`config.mk`:
```
export PLATFORM = sky130hd
export DESIGN_NAME = lonlat_to_half_mesh_code_unit
export DESIGN_NICKNAME = d
export VERILOG_FILES = /design/src/rtl/lthmc_pkg.sv /design/src/rtl/lthmc_quot.sv /design/src/rtl/lthmc_digit.sv /design/src/rtl/lthmc_code.sv /design/src/rtl/lonlat_to_half_mesh_code_unit.sv
export VERILOG_INCLUDE_DIRS = /design/src /design/src/rtl
export SDC_FILE = /design/constraint.sdc
export NUM_CORES = 1
export LEC_CHECK = 0
export BUFFER_PORTS_ARGS = -buffer_cell sky130_fd_sc_hd__buf_2
export CAP_MARGIN = 20
export CORE_MARGIN = 2
export CORE_UTILIZATION = 30
export CTS_CLUSTER_SIZE = 28
export DETAILED_ROUTE_END_ITERATION = 16
export PLACE_DENSITY_LB_ADDON = 0.2
export SLEW_MARGIN = 0
export SYNTH_ARGS = -nofsm -noshare
export SYNTH_HDL_FRONTEND = slang
export SYNTH_SLANG_ARGS = --single-unit
```
`constraint.sdc`:
```
create_clock -name clock -period 19.05 [get_ports clock]
set_clock_uncertainty 0.05 [all_clocks]
set_input_delay 0.9525 -clock clock [delete_from_list [all_inputs] [get_ports clock]]
set_output_delay 0.9525 -clock clock [all_outputs]
set_load 0.02 [all_outputs]
```
`src/rtl/lonlat_to_half_mesh_code_unit_assert.svh`:
```
// ----------------------------------------------------------------------------
// Assertion macros for the half-mesh code unit
// Implication checks, same-cycle and next-cycle, compiled out for synthesis.
// ----------------------------------------------------------------------------
`ifndef LONLAT_TO_HALF_MESH_CODE_UNIT_ASSERT_SVH
`define LONLAT_TO_HALF_MESH_CODE_UNIT_ASSERT_SVH

`ifndef SYNTHESIS

// check cons in the same cycle as ante
`define LTHMC_ASSERT_IMPLY(label, clk, rst, ante, cons) \
   label: assert property (@(posedge clk) disable iff (rst) (ante) |-> (cons)) \
      else $error("lthmc: same-cycle check failed");

// check cons in the cycle after ante
`define LTHMC_ASSERT_NEXT(label, clk, rst, ante, cons) \
   label: assert property (@(posedge clk) disable iff (rst) (ante) |=> (cons)) \
      else $error("lthmc: next-cycle check failed");

`else

`define LTHMC_ASSERT_IMPLY(label, clk, rst, ante, cons)
`define LTHMC_ASSERT_NEXT(label, clk, rst, ante, cons)

`endif

`endif

```
`src/rtl/lthmc_pkg.sv`:
```
// ----------------------------------------------------------------------------
// lthmc_pkg
// Widths, grid constants and stage types of the half-mesh code unit.
// ----------------------------------------------------------------------------
`default_nettype none

package lthmc_pkg;

   // field and bus widths
   localparam int LAT_W      = 21;
   localparam int LON_W      = 23;
   localparam int CODE_W     = 30;
   localparam int REQ_DATA_W = 48;
   localparam int RSP_DATA_W = 32;
   localparam int RSP_USER_W = 1;

   // grid steps in 1/8 arcsecond
   localparam logic [LON_W-1:0] LON_ORIGIN    = 23'd2880000;
   localparam int               LAT_PRIMARY   = 19200;
   localparam int               LAT_SECONDARY = 2400;
   localparam int               LAT_HALF      = 120;
   localparam int               LON_DEGREE    = 28800;
   localparam int               LON_SECONDARY = 3600;
   localparam int               LON_HALF      = 180;

   // reciprocal division: primary steps are 128 * 150 and 128 * 225
   localparam int              PRE_SHIFT   = 7;
   localparam int              RECIP_SHIFT = 24;
   localparam logic [16:0]     LAT_RECIP   = 17'd111849;
   localparam logic [16:0]     LON_RECIP   = 17'd74566;

   // code assembly
   localparam int              DIGIT_PAIR_MAX = 99;
   localparam logic [CODE_W-1:0] CODE_MAX     = 30'd999977994;

   // after the primary division
   typedef struct packed {
      logic [LAT_W-1:0] lat;
      logic [LON_W-1:0] lon_off;
      logic [6:0]       p;
      logic [7:0]       u;
      logic             west;
   } lthmc_quot_type;

   // all digits of one code
   typedef struct packed {
      logic [6:0] p;
      logic [6:0] u;
      logic [2:0] q;
      logic [2:0] v;
      logic [3:0] r;
      logic [3:0] w;
      logic [2:0] m;
      logic       oor;
   } lthmc_digit_type;

   // pipeline control shared by all stages
   typedef struct packed {
      logic advance;
   } lthmc_ctrl_type;

endpackage

`default_nettype wire

```
`src/rtl/lthmc_quot.sv`:
```
// ----------------------------------------------------------------------------
// lthmc_quot
// Longitude offset, then primary row and degree column by reciprocal multiply.
// ----------------------------------------------------------------------------
`default_nettype none

module lthmc_quot (
   input  wire logic                       clock,
   input  wire logic                       reset,
   input  wire lthmc_pkg::lthmc_ctrl_type  ctrl,
   input  wire logic                       in_valid,
   input  wire logic [lthmc_pkg::LAT_W-1:0] in_lat,
   input  wire logic [lthmc_pkg::LON_W-1:0] in_lon,
   output logic                            out_valid,
   output lthmc_pkg::lthmc_quot_type       out_quot
);
   import lthmc_pkg::*;

   logic             valid1_ff;
   logic [LAT_W-1:0] lat1_ff, lat1_in;
   logic [LON_W-1:0] lon_off1_ff, lon_off1_in;
   logic             west1_ff, west1_in;

   logic             valid2_ff;
   lthmc_quot_type   quot2_ff, quot2_in;

   logic [30:0]      lat_prod;
   logic [32:0]      lon_prod;

   // stage 1: offset from 100 degrees east
   always_comb begin
      lat1_in     = in_lat;
      lon_off1_in = in_lon - LON_ORIGIN;
      west1_in    = (in_lon < LON_ORIGIN);
   end

   // stage 2: floor divide by the primary steps
   always_comb begin
      lat_prod = 31'(lat1_ff[LAT_W-1:PRE_SHIFT]) * 31'(LAT_RECIP);
      lon_prod = 33'(lon_off1_ff[LON_W-1:PRE_SHIFT]) * 33'(LON_RECIP);
      quot2_in.lat     = lat1_ff;
      quot2_in.lon_off = lon_off1_ff;
      quot2_in.p       = lat_prod[RECIP_SHIFT +: 7];
      quot2_in.u       = lon_prod[RECIP_SHIFT +: 8];
      quot2_in.west    = west1_ff;
   end

   // advance valid bits
   always_ff @(posedge clock) begin
      if (reset) begin
         valid1_ff <= 1'b0;
         valid2_ff <= 1'b0;
      end else if (ctrl.advance) begin
         valid1_ff <= in_valid;
         valid2_ff <= valid1_ff;
      end
   end

   // advance payload
   always_ff @(posedge clock) begin
      if (ctrl.advance) begin
         lat1_ff     <= lat1_in;
         lon_off1_ff <= lon_off1_in;
         west1_ff    <= west1_in;
         quot2_ff    <= quot2_in;
      end
   end

   assign out_valid = valid2_ff;
   assign out_quot  = quot2_ff;

endmodule

`default_nettype wire

```
`src/rtl/lthmc_digit.sv`:
```
// ----------------------------------------------------------------------------
// lthmc_digit
// Remainders, secondary digits, tertiary digits and the quadrant digit.
// ----------------------------------------------------------------------------
`default_nettype none

`include "lonlat_to_half_mesh_code_unit_assert.svh"

module lthmc_digit (
   input  wire logic                       clock,
   input  wire logic                       reset,
   input  wire lthmc_pkg::lthmc_ctrl_type  ctrl,
   input  wire logic                       in_valid,
   input  wire lthmc_pkg::lthmc_quot_type  in_quot,
   output logic                            out_valid,
   output lthmc_pkg::lthmc_digit_type      out_digit
);
   import lthmc_pkg::*;

   // stage 1 registers
   logic        valid1_ff;
   logic [14:0] lat_rem1_ff, lat_rem1_in;
   logic [14:0] lon_rem1_ff, lon_rem1_in;
   logic [6:0]  p1_ff, p1_in;
   logic [6:0]  u1_ff, u1_in;
   logic        oor1_ff, oor1_in;

   // stage 2 registers
   logic        valid2_ff;
   logic [11:0] lat_rem2_ff, lat_rem2_in;
   logic [11:0] lon_rem2_ff, lon_rem2_in;
   logic [2:0]  q2_ff, q2_in;
   logic [2:0]  v2_ff, v2_in;
   logic [6:0]  p2_ff;
   logic [6:0]  u2_ff;
   logic        oor2_ff;

   // stage 3 registers
   logic            valid3_ff;
   lthmc_digit_type digit3_ff, digit3_in;

   logic [LAT_W-1:0] lat_base;
   logic [LON_W-1:0] lon_base;
   logic [4:0]       lat_half_cnt;
   logic [4:0]       lon_half_cnt;

   logic             in_range1;
   logic             digit_legal;

   // stage 1: remainders inside the primary square
   always_comb begin
      lat_base    = LAT_W'(in_quot.p) * LAT_W'(LAT_PRIMARY);
      lon_base    = LON_W'(in_quot.u) * LON_W'(LON_DEGREE);
      lat_rem1_in = 15'(in_quot.lat - lat_base);
      lon_rem1_in = 15'(in_quot.lon_off - lon_base);
      p1_in       = in_quot.p;
      u1_in       = in_quot.u[6:0];
      oor1_in     = in_quot.west || (in_quot.p > 7'(DIGIT_PAIR_MAX))
                    || (in_quot.u > 8'(DIGIT_PAIR_MAX));
   end

   // stage 2: secondary digits from the highest threshold passed
   always_comb begin
      q2_in = '0;
      v2_in = '0;
      for (int k = 1; k < 8; k++) begin
         if (lat_rem1_ff >= 15'(k * LAT_SECONDARY)) q2_in = 3'(k);
         if (lon_rem1_ff >= 15'(k * LON_SECONDARY)) v2_in = 3'(k);
      end
      lat_rem2_in = 12'(lat_rem1_ff - 15'(q2_in) * 15'(LAT_SECONDARY));
      lon_rem2_in = 12'(lon_rem1_ff - 15'(v2_in) * 15'(LON_SECONDARY));
   end

   // stage 3: find the half steps passed, split into tertiary digit and half bit
   always_comb begin
      lat_half_cnt = '0;
      lon_half_cnt = '0;
      for (int k = 1; k < 20; k++) begin
         if (lat_rem2_ff >= 12'(k * LAT_HALF)) lat_half_cnt = 5'(k);
         if (lon_rem2_ff >= 12'(k * LON_HALF)) lon_half_cnt = 5'(k);
      end
      digit3_in.p   = p2_ff;
      digit3_in.u   = u2_ff;
      digit3_in.q   = q2_ff;
      digit3_in.v   = v2_ff;
      digit3_in.r   = lat_half_cnt[4:1];
      digit3_in.w   = lon_half_cnt[4:1];
      digit3_in.m   = {1'b0, lat_half_cnt[0], lon_half_cnt[0]} + 3'd1;
      digit3_in.oor = oor2_ff;
   end

   // advance valid bits
   always_ff @(posedge clock) begin
      if (reset) begin
         valid1_ff <= 1'b0;
         valid2_ff <= 1'b0;
         valid3_ff <= 1'b0;
      end else if (ctrl.advance) begin
         valid1_ff <= in_valid;
         valid2_ff <= valid1_ff;
         valid3_ff <= valid2_ff;
      end
   end

   // advance payload
   always_ff @(posedge clock) begin
      if (ctrl.advance) begin
         lat_rem1_ff <= lat_rem1_in;
         lon_rem1_ff <= lon_rem1_in;
         p1_ff       <= p1_in;
         u1_ff       <= u1_in;
         oor1_ff     <= oor1_in;
         lat_rem2_ff <= lat_rem2_in;
         lon_rem2_ff <= lon_rem2_in;
         q2_ff       <= q2_in;
         v2_ff       <= v2_in;
         p2_ff       <= p1_ff;
         u2_ff       <= u1_ff;
         oor2_ff     <= oor1_ff;
         digit3_ff   <= digit3_in;
      end
   end

   assign out_valid = valid3_ff;
   assign out_digit = digit3_ff;

   // terms for the checks below
   assign in_range1   = valid1_ff && !oor1_ff;
   assign digit_legal = (digit3_ff.r <= 4'd9) && (digit3_ff.w <= 4'd9)
                        && (digit3_ff.m >= 3'd1) && (digit3_ff.m <= 3'd4);

   // remainders stay inside their square, so the reciprocal quotients were exact
   `LTHMC_ASSERT_IMPLY(a_lat_rem_bound, clock, reset, valid1_ff, lat_rem1_ff < 15'(LAT_PRIMARY))
   `LTHMC_ASSERT_IMPLY(a_lon_rem_bound, clock, reset, in_range1, lon_rem1_ff < 15'(LON_DEGREE))
   // a code in range reaches the next stage still in range
   `LTHMC_ASSERT_NEXT(a_oor_carry, clock, reset, ctrl.advance && in_range1, valid2_ff && !oor2_ff)
   // decimal digits and quadrant stay legal
   `LTHMC_ASSERT_IMPLY(a_digit_range, clock, reset, valid3_ff && !digit3_ff.oor, digit_legal)

endmodule

`default_nettype wire

```
`src/rtl/lthmc_code.sv`:
```
// ----------------------------------------------------------------------------
// lthmc_code
// Weigh the digits by their decimal places and sum into the output register.
// ----------------------------------------------------------------------------
`default_nettype none

module lthmc_code (
   input  wire logic                        clock,
   input  wire logic                        reset,
   input  wire lthmc_pkg::lthmc_ctrl_type   ctrl,
   input  wire logic                        in_valid,
   input  wire lthmc_pkg::lthmc_digit_type  in_digit,
   output logic                             out_valid,
   output logic [lthmc_pkg::CODE_W-1:0]     out_code,
   output logic                             out_oor
);
   import lthmc_pkg::*;

   logic              valid1_ff;
   logic [CODE_W-1:0] high1_ff, high1_in;
   logic [16:0]       low1_ff, low1_in;
   logic              oor1_ff;

   logic              valid2_ff;
   logic [CODE_W-1:0] code2_ff, code2_in;
   logic              oor2_ff;

   // stage 1: primary pair and lower digits apart
   always_comb begin
      high1_in = CODE_W'(in_digit.p) * CODE_W'(10000000)
               + CODE_W'(in_digit.u) * CODE_W'(100000);
      low1_in  = 17'(in_digit.q) * 17'(10000) + 17'(in_digit.v) * 17'(1000)
               + 17'(in_digit.r) * 17'(100) + 17'(in_digit.w) * 17'(10)
               + 17'(in_digit.m);
   end

   // stage 2: final sum, zero when no code can be formed
   always_comb begin
      code2_in = oor1_ff ? '0 : high1_ff + CODE_W'(low1_ff);
   end

   // advance valid bits
   always_ff @(posedge clock) begin
      if (reset) begin
         valid1_ff <= 1'b0;
         valid2_ff <= 1'b0;
      end else if (ctrl.advance) begin
         valid1_ff <= in_valid;
         valid2_ff <= valid1_ff;
      end
   end

   // advance payload, hold while the output is stalled
   always_ff @(posedge clock) begin
      if (ctrl.advance) begin
         high1_ff <= high1_in;
         low1_ff  <= low1_in;
         oor1_ff  <= in_digit.oor;
         code2_ff <= code2_in;
         oor2_ff  <= oor1_ff;
      end
   end

   assign out_valid = valid2_ff;
   assign out_code  = code2_ff;
   assign out_oor   = oor2_ff;

endmodule

`default_nettype wire

```
`src/rtl/lonlat_to_half_mesh_code_unit.sv`:
```
// An accepted item passes the quot, digit and code blocks to its result on rsp_.
// Throughput: one item per cycle; the seven-stage pipeline moves as one and
// stops only while the output register holds a result that is not taken.
// Reset clears the valid bits of every stage; payload registers keep junk.
// ----------------------------------------------------------------------------
// lonlat_to_half_mesh_code_unit
// Longitude and latitude in 1/8 arcsecond to the half-mesh grid square code.
// ----------------------------------------------------------------------------
`default_nettype none

`include "lonlat_to_half_mesh_code_unit_assert.svh"

module lonlat_to_half_mesh_code_unit (
   input  wire logic                                 clock,
   input  wire logic                                 reset,
   // [20:0] lat_eighth_arcsec, [43:21] lon_eighth_arcsec, [47:44] zero
   input  wire logic [lthmc_pkg::REQ_DATA_W-1:0]     req_tdata,
   input  wire logic                                 req_tvalid,
   output logic                                      req_tready,
   // [29:0] mesh_code, [31:30] zero
   output logic [lthmc_pkg::RSP_DATA_W-1:0]          rsp_tdata,
   // [0] out_of_range
   output logic [lthmc_pkg::RSP_USER_W-1:0]          rsp_tuser,
   output logic                                      rsp_tvalid,
   input  wire logic                                 rsp_tready
);
   import lthmc_pkg::*;

   lthmc_ctrl_type    ctrl;
   logic              quot_valid;
   lthmc_quot_type    quot;
   logic              digit_valid;
   lthmc_digit_type   digit;
   logic              code_valid;
   logic [CODE_W-1:0] code;
   logic              code_oor;

   // move the whole pipeline unless a result waits at the output
   assign ctrl.advance = !code_valid || rsp_tready;
   assign req_tready   = ctrl.advance;

   lthmc_quot u_quot (
      .clock     (clock),
      .reset     (reset),
      .ctrl      (ctrl),
      .in_valid  (req_tvalid),
      .in_lat    (req_tdata[LAT_W-1:0]),
      .in_lon    (req_tdata[LAT_W +: LON_W]),
      .out_valid (quot_valid),
      .out_quot  (quot)
   );

   lthmc_digit u_digit (
      .clock     (clock),
      .reset     (reset),
      .ctrl      (ctrl),
      .in_valid  (quot_valid),
      .in_quot   (quot),
      .out_valid (digit_valid),
      .out_digit (digit)
   );

   lthmc_code u_code (
      .clock     (clock),
      .reset     (reset),
      .ctrl      (ctrl),
      .in_valid  (digit_valid),
      .in_digit  (digit),
      .out_valid (code_valid),
      .out_code  (code),
      .out_oor   (code_oor)
   );

   // drive the result channel
   assign rsp_tvalid = code_valid;
   assign rsp_tdata  = {(RSP_DATA_W - CODE_W)'(0), code};
   assign rsp_tuser  = code_oor;

   // no code is given for an item out of range
   `LTHMC_ASSERT_IMPLY(a_oor_zero, clock, reset, code_valid && code_oor, code == '0)
   // a valid code always carries a quadrant digit, so it is never zero
   `LTHMC_ASSERT_IMPLY(a_code_nonzero, clock, reset, code_valid && !code_oor, code != '0)
   // a valid code is made of two-digit primary pairs only
   `LTHMC_ASSERT_IMPLY(a_code_max, clock, reset, code_valid && !code_oor, code <= CODE_MAX)

endmodule

`default_nettype wire
```
# Yosys cells after proc, flatten, opt, wreduce, memory -nomap -nowiden
# Index checks and enable logic that the tools add are counted.
# op_classes
addsub,12
n_lt_le_gt_ge,55
n_mux,52
multipliers,12
reduce_logical,8
# ops
cell,n
$ge A12 B11 Y1 const B,15
$ge A12 B12 Y1 const B,10
$ge A12 B10 Y1 const B,7
$ge A15 B14 Y1 const B,5
$mux W4,16
$ge A15 B15 Y1 const B,4
$mux W3,16
$ge A15 B13 Y1 const B,3
$ge A12 B9 Y1 const B,3
$mul A14 B17 Y31 const B,1
$mul A16 B16 Y31 const B,1
$add A30 B17 Y30,1
$add A30 B24 Y30,1
$ge A15 B12 Y1 const B,2
$sub A15 B15 Y15,2
$ge A12 B8 Y1 const B,2
$mux W2,12
$sub A12 B12 Y12,2
$lt A23 B22 Y1 const B,1
$mul A7 B17 Y23 const B,1
$sub A23 B22 Y23 const B,1
$mul A7 B12 Y19 const B,1
$add A17 B11 Y17,1
$add A17 B13 Y17,1
other kinds (19),30
# word_totals
input_bits,52
reg_bits,299
out_inout_bits,35

# Logic depth before layout (Yosys ltp)
# logic_depth
depth_word,21
ltp_mapped,24
mapped_depth_nobuf,24

# Modules after synthesis
# From an unflattened synthesis, not the netlist that was laid out.
# unflattened
hier_cells,2372
area_unflattened_um2,26590.5
# modules_own_cells
module,area_per_inst_um2,seq_area_each_um2,n_inst,cells_each
lthmc_quot,11456.0,3193.1,1,971
lthmc_code,8678.3,2262.2,1,849
lthmc_digit,6431.2,3423.3,1,548
lonlat_to_half_mesh_code_unit,25.0,0.0,1,4

# Worst setup path after synthesis
# OpenSTA, ideal clock, no wires.
# synth_path
kind,input port to output port
start,input rsp_tready
end,output req_tready
stages,3
arrival_ns,6.488
n_path_buf,1
slack_ns,11.559
required_ns,18.048
path_cell_list,nor2b_1 -> clkbuf_1 -> inv_1
# synth_between
elab_chain_len,1
# synth_lines
item,line_no,rtl
start: declaration,lonlat_to_half_mesh_code_unit.sv:25,input wire logic rsp_tready
$logic_or A1 B1 Y1,lonlat_to_half_mesh_code_unit.sv:39,assign ctrl.advance = !code_valid || rsp_tready;
end: declaration,lonlat_to_half_mesh_code_unit.sv:19,"output logic req_tready,"
# Every way passes these cells.

# Final worst setup path
# layout_path
start,register u_quot.lat1_ff[10]
end,"register u_quot.quot2_ff (netlist bit u_quot.out_quot[14]), data pin"
# layout_between
elab_chain_len,1
# layout_lines
item,line_no,rtl
start: declaration,lthmc_quot.sv:20,"logic [LAT_W-1:0] lat1_ff, lat1_in;"
start signal: assignment,lthmc_quot.sv:62,lat1_ff <= lat1_in;
$mul A14 B17 Y31,lthmc_quot.sv:39,lat_prod = 31'(lat1_ff[LAT_W-1:PRE_SHIFT]) * 31'(LAT_RECIP);
named net u_quot.lat_prod[29],lthmc_quot.sv:27,logic [30:0] lat_prod;
end signal: assignment,lthmc_quot.sv:65,quot2_ff <= quot2_in;
end: declaration,lthmc_quot.sv:25,"lthmc_quot_type quot2_ff, quot2_in;"
# The timed path passes the listed nets, and every way through them passes these cells.
# A chain may end at the register's enable or synchronous reset.

==> metrics.md <==
| Metric | Value |
|---|---|
| Status | `complete, no violations` |
| Hold path start | `u_digit.out_digit[0]$_DFFE_PP_` |
| Slew Limit Fails | `0` |
| Slew HR | `0.315` |
| Yosys top cell by area | `edfxtp_1` |
| Critical Path, Cell by Cell | `inv_1 -> ha_1 -> fa_1 -> fa_1 -> inv_1 -> fa_1 -> fa_1 -> inv_1 -> fa_1 -> inv_1 -> ha_1 -> a21o_1 -> a211o_1 -> o211ai_1 -> a21oi_1 -> o31ai_2 -> o21ai_1 -> or2_1 -> a21oi_1 -> xnor2_1` |
| Max FO, Critical Path | `8` |
| Core area | `~0.084 mm^2` |
| Vias in the first global route | `16932` |
| Period minus WS final | `roughly 6000 ps` |
| Worst EP required | `slightly below 20000 ps` |
| Crit end category | `flip-flop` |
| CTS tree | `built` |
| Hold Path Class | `flip-flop to flip-flop` |
| Placed cell areas | `0.0270 mm^2` |
| Layout cells sized above 1 | `0.0738` |
| Period utilization | `0.320` |
| Drt pass-1 iters | `5` |
| Yosys warns | `0` |
| Initial Util | `0.303` |
| Worst-case clock buffer depth | `3` |
| Mapped Cells | `around 2200` |
| Routed vias | `approximately 16000` |
| FMAX | `164 MHz` |
| Fin. Hold Viols | `0` |
| # DRC | `0` |
| Max capacitance violation total | `0` |
| CP max stage cell | `edfxtp_1` |
| Sum Neg Setup Slack | `0 ps` |
| 1st-iter DRT viols | `approximately 550` |
| Buffers on Ports | `75` |
| First-pass GRT wire length | `85300 um` |
| Fin area | `0.0282 mm^2` |
| Top post-synthesis cells by area | `edfxtp_1 (32%), ha_1 (25%), fa_1 (15%), inv_1 (5.2%), xnor2_1 (3.4%)` |
| Crit Path Class | `flip-flop to flip-flop` |
| Global Route Usage Sum | `0.121` |
| Filler instances | `roughly 8400` |
| Pin count of the biggest net entering global routing | `115` |
| Synthesis-to-layout area growth | `11.2%` |
| Hold buffers post-CTS | `0` |
| Worst slew pin tran | `1030 ps` |
| Initial antenna violation count | `0` |
| Clock Latency Late Sink | `between 500 and 600 ps` |
| Final #Nets | `3071` |
| Most common cell on crit path | `fa_1` |
| Setup WS post-layout | `12950 ps` |
| DR WL/cell | `14.7 um` |
| Post-route ant nets | `0` |
| Cell Rows | `106` |
| Seq/Total Area, Yosys | `0.322` |
| Post-synth EDFFs | `267` |
| Mapped Avg Cell Area | `roughly 11 um^2` |
| CTS H-tree lvls | `2` |
| Die width | `295 um` |
| DP Wirelength | `40400 um` |
| Yosys reg bits | `between 200 and 300` |
| Post-CTS Resized | `0` |
| Routability cong. | `~0.81` |
| Setup crit start | `u_quot.lat1_ff[10]$_DFFE_PP_` |
| Final wirelength | `50500 um` |
| Vias per cell | `4.61` |
| Ant. Diodes | `0` |
| Total CTS buffers | `36` |
| CP startpoint kind | `flip-flop` |
| Unrepaired setup endpoints after global routing | `false` |
| Reg2Reg Launch Point | `u_quot.lat1_ff[10]$_DFFE_PP_` |
| Pre-CTS WS | `about 13000 ps` |
| Ys async rst share | `0` |
| Post-synthesis cell area | `0.0253 mm^2` |
| # clock sinks | `between 200 and 300` |
| Final setup violation count | `0` |
| Synth Flop Type | `edfxtp_1` |
| Max incr delay on CP | `620 ps` |
| Post-synth top area share | `0.317` |
| I/O pin cnt | `87` |
| Post-synthesis cell type count | `88` |
| Worst-path clk slew | `60 ps` |
| GRT Residual Overflow | `0` |
| Number of setup buffers added after CTS | `0` |
| Die area | `0.0867 mm^2` |
| CTS Root Cell | `clkbuf_16` |
| Die Height | `roughly 290 um` |
| Crit path DAT | `6350 ps` |
[final cells by class]
class	count	area [um^2]	share of cell area
multi-input cells	1588	15700	0.559
flip-flops and latches	274	8160	0.290
well taps	1080	1350	0.0480
inverters	355	1340	0.0476
clock buffers	41	920	0.0327
repair buffers	79	425	0.0151
clock inverters	22	234	0.00831
[final timing paths]
path                                        end  slack, ps  cells past startpoint
setup / recovery  u_quot.out_quot[14]$_DFFE_PP_      12950                     20
hold / removal         u_code.oor1_ff$_DFFE_PP_        350                      0
setup reg to reg  u_quot.out_quot[14]$_DFFE_PP_      12950                     20
hold reg to reg        u_code.oor1_ff$_DFFE_PP_        350                      0
[state kept, by name (all words and copies together), names as in the netlist, 9 cells and up]
name                 count
u_digit.lat_rem2_ff      9
u_digit.lon_rem1_ff     13
u_digit.out_digit       32
u_digit.lon_rem2_ff     10
u_code.low1_ff          17
u_code.high1_ff         25
u_quot.out_quot         41
u_quot.lat1_ff          18
u_digit.lat_rem1_ff     12
u_code.out_code         30
u_quot.lon_off1_ff      21
[critical path, delay by kind of cell, from the launching register on]
kind | cells | cell delay [ps]
DFF | 1 | 620
AOI/OAI and AO/OA | 7 | 1500
and+or+nand+nor | 1 | 260
buffers and inverters | 4 | 300
xor gates and xnor gates | 1 | 80
adders and majority gates | 7 | 3040
[layout by cell type (no fill, tap or decap), drive strengths merged, types with 10 or more instances in the layout]
cell type  Yosys  routed
nor2b         40      40
a21o          49      49
a21boi        12      12
inv          355     358
nand3         32      32
or3           10      10
or2           13      13
o21ai         67      67
a21oi        109     109
xor2          52      52
a31oi         11      11
nor2         100     100
buf            2      79
fa           185     185
o21a          20      20
a211oi        15      15
o31ai         14      14
xnor2         99      99
ha           500     500
edfxtp       267     267
nand2         84      84
o21bai        11      11
nand2b        11      11
clkbuf        25      41
and3          13      13
nor3          29      29
clkinv         0      14
[layer usage]
layer | wire length, um | global-route usage
met2 | 24100 | 0.205
met5 | 0 | 0
met3 | 1370 | 0.0168
met4 | 937 | 0.0314
met1 | 24100 | 0.163
[synthesized netlist by cell type (12+ instances only)]
| library cell | n |
|---|---|
| ha_1 | 500 |
| inv_1 | 354 |
| edfxtp_1 | 267 |
| fa_1 | 185 |
| a21oi_1 | 108 |
| nor2_1 | 99 |
| xnor2_1 | 99 |
| nand2_1 | 84 |
| o21ai_0 | 62 |
| xor2_1 | 52 |
| a21o_1 | 49 |
| nor2b_1 | 40 |
| nand3_1 | 32 |
| nor3_1 | 28 |
| clkbuf_1 | 25 |
| o21a_1 | 20 |
| a211oi_1 | 14 |
| and3_1 | 12 |
[through the flow]
| stage | hold WS, ps | utilization | std cells |
|---|---|---|---|
| floorplan | 350 | - | 2244 |
| global placement | 351 | 0.323 | 3375 |
| detailed placement | 355 | 0.323 | 3375 |
| CTS | 340 | 0.337 | 3438 |
| global route | 365 | 0.337 | 3439 |
| finish | 353 | 0.337 | 3439 |
[kinds of logic (layout without fill, tap and decap cells)]
family	Yosys count	after routing	synth area share
simple gates	369	369	0.0729
compound gates	373	373	0.0987
xor+xnor	151	151	0.0522
buf+inv	382	497	0.0569
mux	7	7	0.00306
fa+ha+maj	686	686	0.394
other cells	1	2	0.000148
flops	274	274	0.322
Power is not shown: default switching activity piles up to over one toggle a cycle in this logic, so the estimate is an artifact.
